`config.mk`:
```
export PLATFORM = sky130hd
export DESIGN_NAME = grabber_platform_register_controller
export DESIGN_NICKNAME = d
export VERILOG_FILES = /design/src/rtl/grpc_pkg.sv /design/src/rtl/grpc_ram.sv /design/src/rtl/grpc_ctrl.sv /design/src/rtl/grabber_platform_register_controller.sv
export SDC_FILE = /design/constraint.sdc
export NUM_CORES = 2
export LEC_CHECK = 0
export BUFFER_PORTS_ARGS = -buffer_cell sky130_fd_sc_hd__buf_4
export CAP_MARGIN = 10
export CORE_MARGIN = 4
export CORE_UTILIZATION = 45
export CTS_CLUSTER_DIAMETER = 30
export DETAILED_ROUTE_END_ITERATION = 10
export PLACE_DENSITY = 0.66
export SLEW_MARGIN = 15
export SYNTH_ARGS = -nofsm -noshare
export SYNTH_HDL_FRONTEND = slang
export SYNTH_SLANG_ARGS = --single-unit
```
`constraint.sdc`:
```
create_clock -name clk -period 10.25 [get_ports clk]
set_input_delay 1.5375 -clock clk [delete_from_list [all_inputs] [get_ports clk]]
set_output_delay 1.5375 -clock clk [all_outputs]
set_load 0.01 [all_outputs]
```
`src/rtl/grpc_pkg.sv`:
```
// Package for the grabber/platform register controller.
// Holds opcodes, control register indexes, servo angle tables and the
// result field struct shared by the RTL modules. No dependencies.
`default_nettype none

package grpc_pkg;

  localparam int NUM_GRABBERS = 6;

  // Item kinds carried on s_tuser
  typedef enum logic [1:0] {
    OP_SET_PTR = 2'd0,
    OP_WRITE   = 2'd1,
    OP_READ    = 2'd2,
    OP_TICK    = 2'd3
  } opcode_t;

  // Control register map
  typedef enum logic [2:0] {
    REG_GRAB_CLOSED = 3'd0,
    REG_ANGLE_SEL   = 3'd1,
    REG_AUTO_CLOSE  = 3'd2,
    REG_BARRIER     = 3'd3,
    REG_PLATFORM    = 3'd4
  } ctrl_reg_t;

  localparam int CTRL_REG_COUNT = 5;

  localparam logic [7:0] DRIVE_LEVEL_RESET = 8'd255;

  localparam logic [7:0] ANGLE_OPEN  [NUM_GRABBERS] = '{8'd164, 8'd170, 8'd152,
                                                        8'd164, 8'd170, 8'd152};
  localparam logic [7:0] ANGLE_PLANT [NUM_GRABBERS] = '{8'd135, 8'd139, 8'd122,
                                                        8'd135, 8'd139, 8'd122};
  localparam logic [7:0] ANGLE_CUP   [NUM_GRABBERS] = '{8'd150, 8'd155, 8'd140,
                                                        8'd150, 8'd155, 8'd140};

  // Fields of one result that come from the control registers
  typedef struct packed {
    logic [7:0] lift2_drive;
    logic       lift2_up;
    logic [7:0] lift1_drive;
    logic       lift1_up;
    logic [NUM_GRABBERS-1:0][7:0] servo_angle;
  } result_fields_t;

endpackage

`default_nettype wire

```
`src/rtl/grpc_ram.sv`:
```
// Generic single-port-write, single-port-read RAM with registered read.
// No dependencies.
`default_nettype none

module grpc_ram #(
  parameter int WIDTH = 8,
  parameter int DEPTH = 256
) (
  input  wire logic                     clk,
  input  wire logic                     we,
  input  wire logic [$clog2(DEPTH)-1:0] waddr,
  input  wire logic [WIDTH-1:0]         wdata,
  input  wire logic                     re,
  input  wire logic [$clog2(DEPTH)-1:0] raddr,
  output      logic [WIDTH-1:0]         rdata
);

  logic [WIDTH-1:0] mem [DEPTH];

  always_ff @(posedge clk) begin
    if (we) begin
      mem[waddr] <= wdata;
    end
    if (re) begin
      rdata <= mem[raddr];
    end
  end

endmodule

`default_nettype wire

```
`src/rtl/grpc_ctrl.sv`:
```
// Control registers 0..4 (grabber closed, angle select, auto-close, barrier, platform bits),
// tick update and decode of servo angles and motor drive. Uses grpc_pkg.
`default_nettype none

module grpc_ctrl (
  input  wire logic                     clk,
  input  wire logic                     rst,
  input  wire logic                     accept,
  input  wire grpc_pkg::opcode_t        opcode,
  input  wire logic                     wr_ctrl,     // pointer is on a control register
  input  wire grpc_pkg::ctrl_reg_t      ctrl_index,
  input  wire logic [7:0]               write_data,
  input  wire logic [5:0]               barrier_raw,
  input  wire logic                     lift1_bottom_raw,
  input  wire logic                     lift1_top_raw,
  input  wire logic                     lift2_bottom_raw,
  input  wire logic                     lift2_top_raw,
  input  wire logic [7:0]               drive_level,
  output      logic [7:0]               rd_byte,     // current value at ctrl_index
  output      grpc_pkg::result_fields_t fields_next  // fields after this transaction
);

  logic [7:0] grab_closed, angle_sel, auto_close, barrier_bits, plat_bits;
  logic [7:0] grab_closed_next, angle_sel_next, auto_close_next;
  logic [7:0] barrier_bits_next, plat_bits_next;
  logic [5:0] bar;
  logic [5:0] fire;
  logic       reached1, reached2;

  always_comb begin
    case (ctrl_index)
      grpc_pkg::REG_GRAB_CLOSED: rd_byte = grab_closed;
      grpc_pkg::REG_ANGLE_SEL:   rd_byte = angle_sel;
      grpc_pkg::REG_AUTO_CLOSE:  rd_byte = auto_close;
      grpc_pkg::REG_BARRIER:     rd_byte = barrier_bits;
      grpc_pkg::REG_PLATFORM:    rd_byte = plat_bits;
      default:                   rd_byte = 8'd0;
    endcase
  end

  always_comb begin
    grab_closed_next  = grab_closed;
    angle_sel_next    = angle_sel;
    auto_close_next   = auto_close;
    barrier_bits_next = barrier_bits;
    plat_bits_next    = plat_bits;
    bar  = ~barrier_raw;
    fire = auto_close[5:0] & bar;
    if (accept) begin
      case (opcode)
        grpc_pkg::OP_WRITE: begin
          if (wr_ctrl) begin
            case (ctrl_index)
              grpc_pkg::REG_GRAB_CLOSED: grab_closed_next  = write_data;
              grpc_pkg::REG_ANGLE_SEL:   angle_sel_next    = write_data;
              grpc_pkg::REG_AUTO_CLOSE:  auto_close_next   = write_data;
              grpc_pkg::REG_BARRIER:     barrier_bits_next = write_data;
              grpc_pkg::REG_PLATFORM:    plat_bits_next    = write_data;
              default: ;
            endcase
          end
        end
        grpc_pkg::OP_TICK: begin
          barrier_bits_next = {barrier_bits[7:6], bar};
          // target bits 2 and 5 and the spare bits are kept
          plat_bits_next    = {plat_bits[7:5], ~lift2_top_raw, ~lift2_bottom_raw,
                               plat_bits[2], ~lift1_top_raw, ~lift1_bottom_raw};
          auto_close_next   = auto_close & ~{2'b00, fire};
          grab_closed_next  = grab_closed | {2'b00, fire};
        end
        default: ;
      endcase
    end
  end

  always_ff @(posedge clk) begin
    if (rst) begin
      grab_closed  <= 8'd0;
      angle_sel    <= 8'd0;
      auto_close   <= 8'd0;
      barrier_bits <= 8'd0;
      plat_bits    <= 8'd0;
    end else begin
      grab_closed  <= grab_closed_next;
      angle_sel    <= angle_sel_next;
      auto_close   <= auto_close_next;
      barrier_bits <= barrier_bits_next;
      plat_bits    <= plat_bits_next;
    end
  end

  // Decode from the updated register values
  always_comb begin
    for (int i = 0; i < grpc_pkg::NUM_GRABBERS; i++) begin
      if (grab_closed_next[i]) begin
        fields_next.servo_angle[i] = angle_sel_next[i] ? grpc_pkg::ANGLE_CUP[i]
                                                       : grpc_pkg::ANGLE_PLANT[i];
      end else begin
        fields_next.servo_angle[i] = grpc_pkg::ANGLE_OPEN[i];
      end
    end
    reached1 = plat_bits_next[2] ? plat_bits_next[1] : plat_bits_next[0];
    reached2 = plat_bits_next[5] ? plat_bits_next[4] : plat_bits_next[3];
    fields_next.lift1_up    = plat_bits_next[2];
    fields_next.lift1_drive = reached1 ? 8'd0 : drive_level;
    fields_next.lift2_up    = plat_bits_next[5];
    fields_next.lift2_drive = reached2 ? 8'd0 : drive_level;
  end

endmodule

`default_nettype wire

```
`src/rtl/grabber_platform_register_controller.sv`:
```
// Top level of the grabber/platform register controller.
// Depends on grpc_pkg, grpc_ram and grpc_ctrl.
//
// Usage:
//   s_* is the item stream. s_tuser carries the opcode (set pointer, write,
//   read, control tick); s_tdata carries address, write byte and the raw
//   active-low barrier and limit-switch samples. m_* returns exactly one
//   result transaction per input transaction, in order: read byte, six
//   servo angles, and direction/drive for the two platform motors.
//   cfg_we/cfg_wdata load drive_level (PWM duty while a motor moves);
//   write it only while the block is idle.
// Throughput and pipeline:
//   One transaction per cycle sustained while m_tready stays high. A result
//   passes through the middle stage, which waits for the registered read of
//   the storage RAM, and then the output register before it shows on m_tvalid.
// Reset (rst, synchronous): pointer, control registers and pipeline valids
//   clear; drive_level returns to 255. Storage entries read as zero until
//   written, tracked by one valid flop per entry, so no clearing pass.
// Stall: when m_tready is low the output register holds, the middle stage
//   holds its result, and s_tready drops once both are occupied.
`default_nettype none

module grabber_platform_register_controller #(
  parameter int REGISTER_COUNT = 256
) (
  input  wire logic        clk,
  input  wire logic        rst,
  // Input item stream
  input  wire logic        s_tvalid,
  output      logic        s_tready,
  // [7:0] reg_address, [15:8] write_data, [21:16] barrier_raw,
  // [22] lift1_bottom_raw, [23] lift1_top_raw, [24] lift2_bottom_raw,
  // [25] lift2_top_raw, [31:26] zero
  input  wire logic [31:0] s_tdata,
  // [1:0] opcode
  input  wire logic [1:0]  s_tuser,
  // Result stream
  output      logic        m_tvalid,
  input  wire logic        m_tready,
  // [7:0] read_data, [15:8]..[55:48] servo_angle_0..5, [56] lift1_up,
  // [64:57] lift1_drive, [65] lift2_up, [73:66] lift2_drive, [79:74] zero
  output      logic [79:0] m_tdata,
  // Configuration: drive_level
  input  wire logic        cfg_we,
  input  wire logic [7:0]  cfg_wdata
);

  localparam int AW = $clog2(REGISTER_COUNT);

  // Input fields
  grpc_pkg::opcode_t opcode;
  logic [7:0] reg_address;
  logic [7:0] write_data;
  logic [5:0] barrier_raw;
  logic       lift1_bottom_raw, lift1_top_raw, lift2_bottom_raw, lift2_top_raw;

  assign opcode           = grpc_pkg::opcode_t'(s_tuser);
  assign reg_address      = s_tdata[7:0];
  assign write_data       = s_tdata[15:8];
  assign barrier_raw      = s_tdata[21:16];
  assign lift1_bottom_raw = s_tdata[22];
  assign lift1_top_raw    = s_tdata[23];
  assign lift2_bottom_raw = s_tdata[24];
  assign lift2_top_raw    = s_tdata[25];

  logic accept;
  logic a_move;

  // Configuration register
  logic [7:0] drive_level;

  always_ff @(posedge clk) begin
    if (rst) begin
      drive_level <= grpc_pkg::DRIVE_LEVEL_RESET;
    end else if (cfg_we) begin
      drive_level <= cfg_wdata;
    end
  end

  // Set-pointer addresses reduced modulo the store depth: constant table
  logic [AW-1:0] addr_wrap [256];

  for (genvar v = 0; v < 256; v++) begin : g_wrap
    assign addr_wrap[v] = AW'(v % REGISTER_COUNT);
  end

  // Address pointer
  logic [AW-1:0] ptr, ptr_next, ptr_inc;

  assign ptr_inc = (ptr == AW'(REGISTER_COUNT - 1)) ? '0 : ptr + AW'(1);

  always_comb begin
    ptr_next = ptr;
    if (accept) begin
      case (opcode)
        grpc_pkg::OP_SET_PTR: ptr_next = addr_wrap[reg_address];
        grpc_pkg::OP_WRITE:   ptr_next = ptr_inc;
        grpc_pkg::OP_READ:    ptr_next = ptr_inc;
        default:              ptr_next = ptr;
      endcase
    end
  end

  always_ff @(posedge clk) begin
    if (rst) begin
      ptr <= '0;
    end else begin
      ptr <= ptr_next;
    end
  end

  // Control registers live in flops; everything else in the RAM
  logic                     is_ctrl;
  grpc_pkg::ctrl_reg_t      ctrl_index;
  logic [7:0]               ctrl_rd_byte;
  grpc_pkg::result_fields_t fields_next;

  assign is_ctrl    = (ptr < AW'(grpc_pkg::CTRL_REG_COUNT));
  assign ctrl_index = grpc_pkg::ctrl_reg_t'(ptr[2:0]);

  grpc_ctrl u_ctrl (
    .clk              (clk),
    .rst              (rst),
    .accept           (accept),
    .opcode           (opcode),
    .wr_ctrl          (is_ctrl),
    .ctrl_index       (ctrl_index),
    .write_data       (write_data),
    .barrier_raw      (barrier_raw),
    .lift1_bottom_raw (lift1_bottom_raw),
    .lift1_top_raw    (lift1_top_raw),
    .lift2_bottom_raw (lift2_bottom_raw),
    .lift2_top_raw    (lift2_top_raw),
    .drive_level      (drive_level),
    .rd_byte          (ctrl_rd_byte),
    .fields_next      (fields_next)
  );

  // General storage and per-entry written flags
  logic                      ram_we, ram_re;
  logic [7:0]                ram_rdata;
  logic [REGISTER_COUNT-1:0] written;

  assign ram_we = accept && (opcode == grpc_pkg::OP_WRITE);
  assign ram_re = accept && (opcode == grpc_pkg::OP_READ);

  grpc_ram #(
    .WIDTH (8),
    .DEPTH (REGISTER_COUNT)
  ) u_store (
    .clk   (clk),
    .we    (ram_we),
    .waddr (ptr),
    .wdata (write_data),
    .re    (ram_re),
    .raddr (ptr),
    .rdata (ram_rdata)
  );

  always_ff @(posedge clk) begin
    if (rst) begin
      written <= '0;
    end else if (ram_we) begin
      written[ptr] <= 1'b1;
    end
  end

  // Middle stage: waits for the RAM read data
  logic                     a_valid;
  logic                     a_is_read;
  logic                     a_from_ctrl;
  logic                     a_written;
  logic [7:0]               a_ctrl_byte;
  grpc_pkg::result_fields_t a_fields;
  logic [7:0]               a_read_data;

  logic out_valid;

  assign a_move   = a_valid && (!out_valid || m_tready);
  assign s_tready = !a_valid || a_move;
  assign accept   = s_tvalid && s_tready;

  always_ff @(posedge clk) begin
    if (rst) begin
      a_valid <= 1'b0;
    end else if (accept) begin
      a_valid <= 1'b1;
    end else if (a_move) begin
      a_valid <= 1'b0;
    end
  end

  always_ff @(posedge clk) begin
    if (accept) begin
      a_is_read   <= (opcode == grpc_pkg::OP_READ);
      a_from_ctrl <= is_ctrl;
      a_written   <= written[ptr];
      a_ctrl_byte <= ctrl_rd_byte;
      a_fields    <= fields_next;
    end
  end

  // Untouched storage entries read as zero; non-read items return zero
  always_comb begin
    if (!a_is_read) begin
      a_read_data = 8'd0;
    end else if (a_from_ctrl) begin
      a_read_data = a_ctrl_byte;
    end else if (a_written) begin
      a_read_data = ram_rdata;
    end else begin
      a_read_data = 8'd0;
    end
  end

  // Output register
  always_ff @(posedge clk) begin
    if (rst) begin
      out_valid <= 1'b0;
    end else if (a_move) begin
      out_valid <= 1'b1;
    end else if (m_tready) begin
      out_valid <= 1'b0;
    end
  end

  always_ff @(posedge clk) begin
    if (a_move) begin
      m_tdata <= {6'd0,
                  a_fields.lift2_drive, a_fields.lift2_up,
                  a_fields.lift1_drive, a_fields.lift1_up,
                  a_fields.servo_angle,
                  a_read_data};
    end
  end

  assign m_tvalid = out_valid;

endmodule

`default_nettype wire
```
Word-level counts from Yosys, hierarchy flattened. Memory sizes are Yosys's and may differ from the RTL's. A register that Yosys moved wholly into a read port is not among the register bits. Index checks and enable logic that the tools add are counted. Widths: inputs -> output; s select.

Add/sub/neg operators: 1. Magnitude comparators: 4. Equal/unequal tests: 12. Muxes and demuxes: 43. Bitwise logic cells: 12. Reduce and logical (&&, ||, !) cells: 23.

Operators by type and width (count): $or 256x256->256 (1); $mux 8 (15); $pmux 8 s2 (5); $pmux 8 s5 (1); $mux 6 (6); $mux 5 (4); $reduce_and 4->1 (4); $mux 1 (10); $reduce_and 5->1 (2); $ge 9x9->1 const B (1); $lt 8x9->1 const B (1); $not 8->9 (1); $add 8x1->8 const B (1); $and 8x8->8 (1); $bmux 1 s8 (1); $demux 1 s8 (1); $eq 8x8->1 const B (1); $ge 8x1->1 const B (1); $lt 8x3->1 const B (1); $not 6->8 (1); $or 8x6->8 (1); $reduce_bool 2->1 (4); $and 6x6->6 (1); $eq 3x2->1 const B (2); 15 further kinds (28).

Bits in registers: 465. Memory bits (writable): 2048. Memory bits (read-only): 2048. Output and inout port bits: 82. Memories: 2.

Memories: (no name shown) (words 256, bits a word 8, rd ports 1, clocked after memory_dff 0, write ports 0, line grabber_platform_register_controller.sv:96) `grpc_pkg::OP_SET_PTR: ptr_next = addr_wrap[reg_address];`; u_store.mem (words 256, bits a word 8, rd ports 1, clocked after memory_dff 1, write ports 1, line grpc_ram.sv:18) `logic [WIDTH-1:0] mem [DEPTH];`.

Logic depth before layout (Yosys ltp).
Depth in word-level cells: 8. Depth in mapped cells: 13. Gate-level depth less buffers: 8.

Cells and area by module. From an unflattened synthesis, not the netlist that was laid out.

Cells, all modules: 5435. Area, all modules: 98192.9 sq um.

By module, submodules not included: grpc_ram (times used 1, cells an instance 3733, area an instance 79636.4 sq um, sequential area each 61739.2 sq um); grabber_platform_register_controller (times used 1, cells an instance 1337, area an instance 15645.0 sq um, sequential area each 10019.6 sq um); grpc_ctrl (times used 1, cells an instance 365, area an instance 2911.5 sq um, sequential area each 800.8 sq um).

Worst setup path before layout. No wires, ideal clock.

Path type: input port to flip-flop. Start point: in m_tready. End point: reg m_tdata[0], enable pin. Library setup time: 0.527 ns. Arrival: 5.090 ns. Setup slack: 4.633 ns. Stages on the path: 2. Buffers on the path: 0. Cells stage by stage: inv_1 > a21boi_0.

Word-level cells in the longest chain between the ends: 2.

Ends and longest elaborated chain: start, declared (line grabber_platform_register_controller.sv:39) `input wire logic m_tready,`; $logic_or 1x1->1 (line grabber_platform_register_controller.sv:179) `assign a_move = a_valid && (!out_valid || m_tready);`; $logic_and 1x1->1 (line grabber_platform_register_controller.sv:179); named net a_move (line grabber_platform_register_controller.sv:67) `logic a_move;`; end signal, assigned (line grabber_platform_register_controller.sv:229) `m_tdata <= {6'd0,`; end, declared (line grabber_platform_register_controller.sv:42) `output logic [79:0] m_tdata,`.

The timed path passes the listed nets, and every way through them passes these cells. A chain may end at the register's enable or synchronous reset.

==> reports/metrics.cfg <==
[grt]
grt_use_total_pct=21.61
grt_pass1_wl_um=348900
antenna_found_initial=5
grt_overflow=0
grt_max_degree=219
grt_pass1_vias=51560

[hold_path]
min_path_type=flop to flop
hold_depth=0

[place]
io_buffers=94
pre_cts_ws_ns=4.910
dpl_cell_area_um2=98480
dpl.hpwl_um=129400
place_congestion=0.8223

[clock_network]
cts_buffers=456
h-tree-depth=5
insertion_delay_ns=0.96
tritoncts=built
cts_hold_buf=0
clk_pin_slew_worst_paths_ns=0.05
root_buffer=clkbuf_16
post_cts_buffers=0
numClockSinks=2469
post_cts_resized=0
ctsLongestPathBuffers=4

[yosys]
ys_types=63
ys_ff_latch=2469
synthArstFlopShare_pct=0
ys_warn_count=0
syn_area_per_cell_um2=18.59
syn_area_um2=94880
dominantRegCellSynth=edfxtp_1
yosys.area.top_type=edfxtp_1
syn-instance-count=5105
yosys-top-cells-area=edfxtp_1 68%, mux4_2 14%, dfxtp_1 6.6%, a22oi_1 2.5%, nor2_1 2.2%
ys_seq_area_share_pct=74.83
synth_top_area_share_pct=68.20
synth_edf_count=2155

[setup_path]
r2r_cells=7
critPathLaunchType=flop
path_depth=7
cp.arrival_ns=5.76
cpMaxStageDelayCell=dfxtp_4
end_kind=flop
slowest_delay_ns=1.01
critical-path-top-delay-family=buffers and inverters
critPathKind=flop to flop
path_cells=buf_12 -> buf_4 -> mux4_2 -> a22oi_1 -> a21oi_1 -> o41ai_1 -> nand4_1
cp_max_fo=123
cp.required_ns=10.86
cp_num_buf_inv=2

[outcome]
status=complete, no violations

[sta]
finalHoldViolations=0
finalCritPeriodShare_pct=50.22
timing.fmax_mhz=194.3
holdWs_ns=0.3902
slew_viol_final=0
tightest_slew_ns=1.292
setup_viol=0
period_needed_ns=5.148
fin_ws_ns=5.102
finClkSkew_ns=0.05646
maxSlewHeadroom_pct=13.79
setup-tns-final_ns=0
rsz0062_at_grt=false

[detailed_routing]
wl_um=238000
viasPerCell=5.986
drc=0
vias=51270
wire_per_inst_um=27.79
drtPass1Iterations=6
first_iter_violations=6705
ant_nets=0

[floorplanning]
core_um2=209600
start_util_pct=45.27
ios=129
die_x_um=467.2
rows=168
die_h_um=467.2
die_area_um2=218300

[finish]
syn2layout_area_growth_pct=20.34
stdcell_area_um2=114200
drive_above_1_share_pct=27.35
nNetsFinal=5442

[power]
leakagePower_uw=0.03627
p_per_area_nw_per_um2=240.4
peakVddDrop_mv=0.1539

[run]
cap_viol_max_count=0

-- Yosys cell counts (all sizes together), types with 3 or more instances --
cell type     n
a211o         8
a31o          6
o21ba         5
nor2        562
a41oi         4
o21ai        17
or4           4
a21boi       18
and2         18
inv          29
mux2i        17
a221oi        7
buf         148
clkbuf      239
nor3         13
nand2        53
mux4        576
edfxtp     2155
nand4        14
nand3        16
and3          7
o41ai        37
or2           3
a21oi       417
a211oi        7
or3           4
ha            9
o211ai        3
a31oi         3
nor2b        29
nand2b        8
nor4          8
a22oi       310
dfxtp       314
o31ai         9
-- metal layers --
metal | wire, um | track usage (%) | vias to the layer above
met1 | 94530 | 30.26 | 26590
met5 | 0 | 0 | -
li1 | - | - | 21370
met3 | 23400 | 5.213 | 550
met4 | 8829 | 7.971 | 0
met2 | 111200 | 33.19 | 2756
-- path summary, 6_finish.rpt --
check	startpoint	to	slack, ns
worst max-delay path	ptr[1]	u_store.rdata[3]	5.10
worst min-delay path	a_fields[8]	m_tdata[16]	0.39
worst max register to register	ptr[1]	u_store.rdata[3]	5.10
worst min register to register	a_fields[8]	m_tdata[16]	0.39
-- worst register-to-register path, cell delays in order, from the launching register on --
cell and delay [ns]:
dfxtp_4 1.01, buf_12 0.66, buf_4 0.96, mux4_2 0.50, a22oi_1 0.30, a21oi_1 0.23, o41ai_1 0.88, nand4_1 0.28
-- state kept, by name (all words and copies together), names as in the netlist --
register,count
a_ctrl_byte,8
a_fields,40
a_from_ctrl,1
a_is_read,1
a_valid,1
a_written,1
drive_level,8
m_tdata,48
m_tvalid,1
ptr,8
u_ctrl.angle_sel,8
u_ctrl.auto_close,8
u_ctrl.barrier_bits,8
u_ctrl.grab_closed,8
u_ctrl.plat_bits,8
u_store.mem,2048
u_store.rdata,8
written,256
-- per-stage QoR --
step	util, %	std cells	total power (uW)
floorplan	-	5131	11960
finish	54.48	8565	27450
detailed placement	46.99	7732	12470
CTS	54.48	8563	27600
global route	54.48	8564	28190
global placement	46.99	7732	12450
-- cell type report --
| type | instances | area, um^2 |
|---|---|---|
| repair buffers | 184 | 1553 |
| well taps | 2805 | 3510 |
| clock inverters | 332 | 4031 |
| flip-flops and latches | 2469 | 71010 |
| inverters | 30 | 112.6 |
| fillers | 15700 | 95390 |
| clock buffers | 499 | 11660 |
| multi-input cells | 2245 | 22310 |
| diodes | 1 | 2.502 |
-- logic make-up (layout without fill, tap and decap cells) --
| logic type | count (synthesis) | count (layout) | synth area share, % |
|---|---|---|---|
| AOI/OAI and AO/OA | 868 | 868 | 5.879 |
| adders and majority gates | 9 | 9 | 0.1187 |
| other | 2 | 29 | 0.007915 |
| buffers and inverters | 417 | 1045 | 1.964 |
| muxes | 595 | 595 | 13.88 |
| DFF | 2469 | 2469 | 74.83 |
| and+or+nand+nor | 745 | 745 | 3.319 |
-- cells in the final DEF, fill, tap and decap left out, types with 15 or more instances in the layout --
master and instances:
edfxtp_1 2155, mux4_2 576, nor2_1 555, clkbuf_16 459
a21oi_1 417, dfxtp_1 312, a22oi_1 310, buf_4 166
bufinv_16 77, clkinvlp_4 64, clkinv_2 59, clkinv_1 51
inv_6 39, clkbuf_1 38, nand2_1 37, clkinv_4 34
o41ai_1 30, conb_1 28, inv_1 27, nor2b_1 27
o21ai_0 17, mux2i_1 17, a21boi_1 16, nand2_2 15
and2_1 15
-- power breakdown --
part	switching [uW]	leakage [uW]	total, uW	internal (uW)
sequential	39.3	0.0219	11000	11000
combinational	804	0.00684	1260	451
clock	5030	0.00750	15200	10100
No activity file was read; power rests on OpenSTA's default activity.
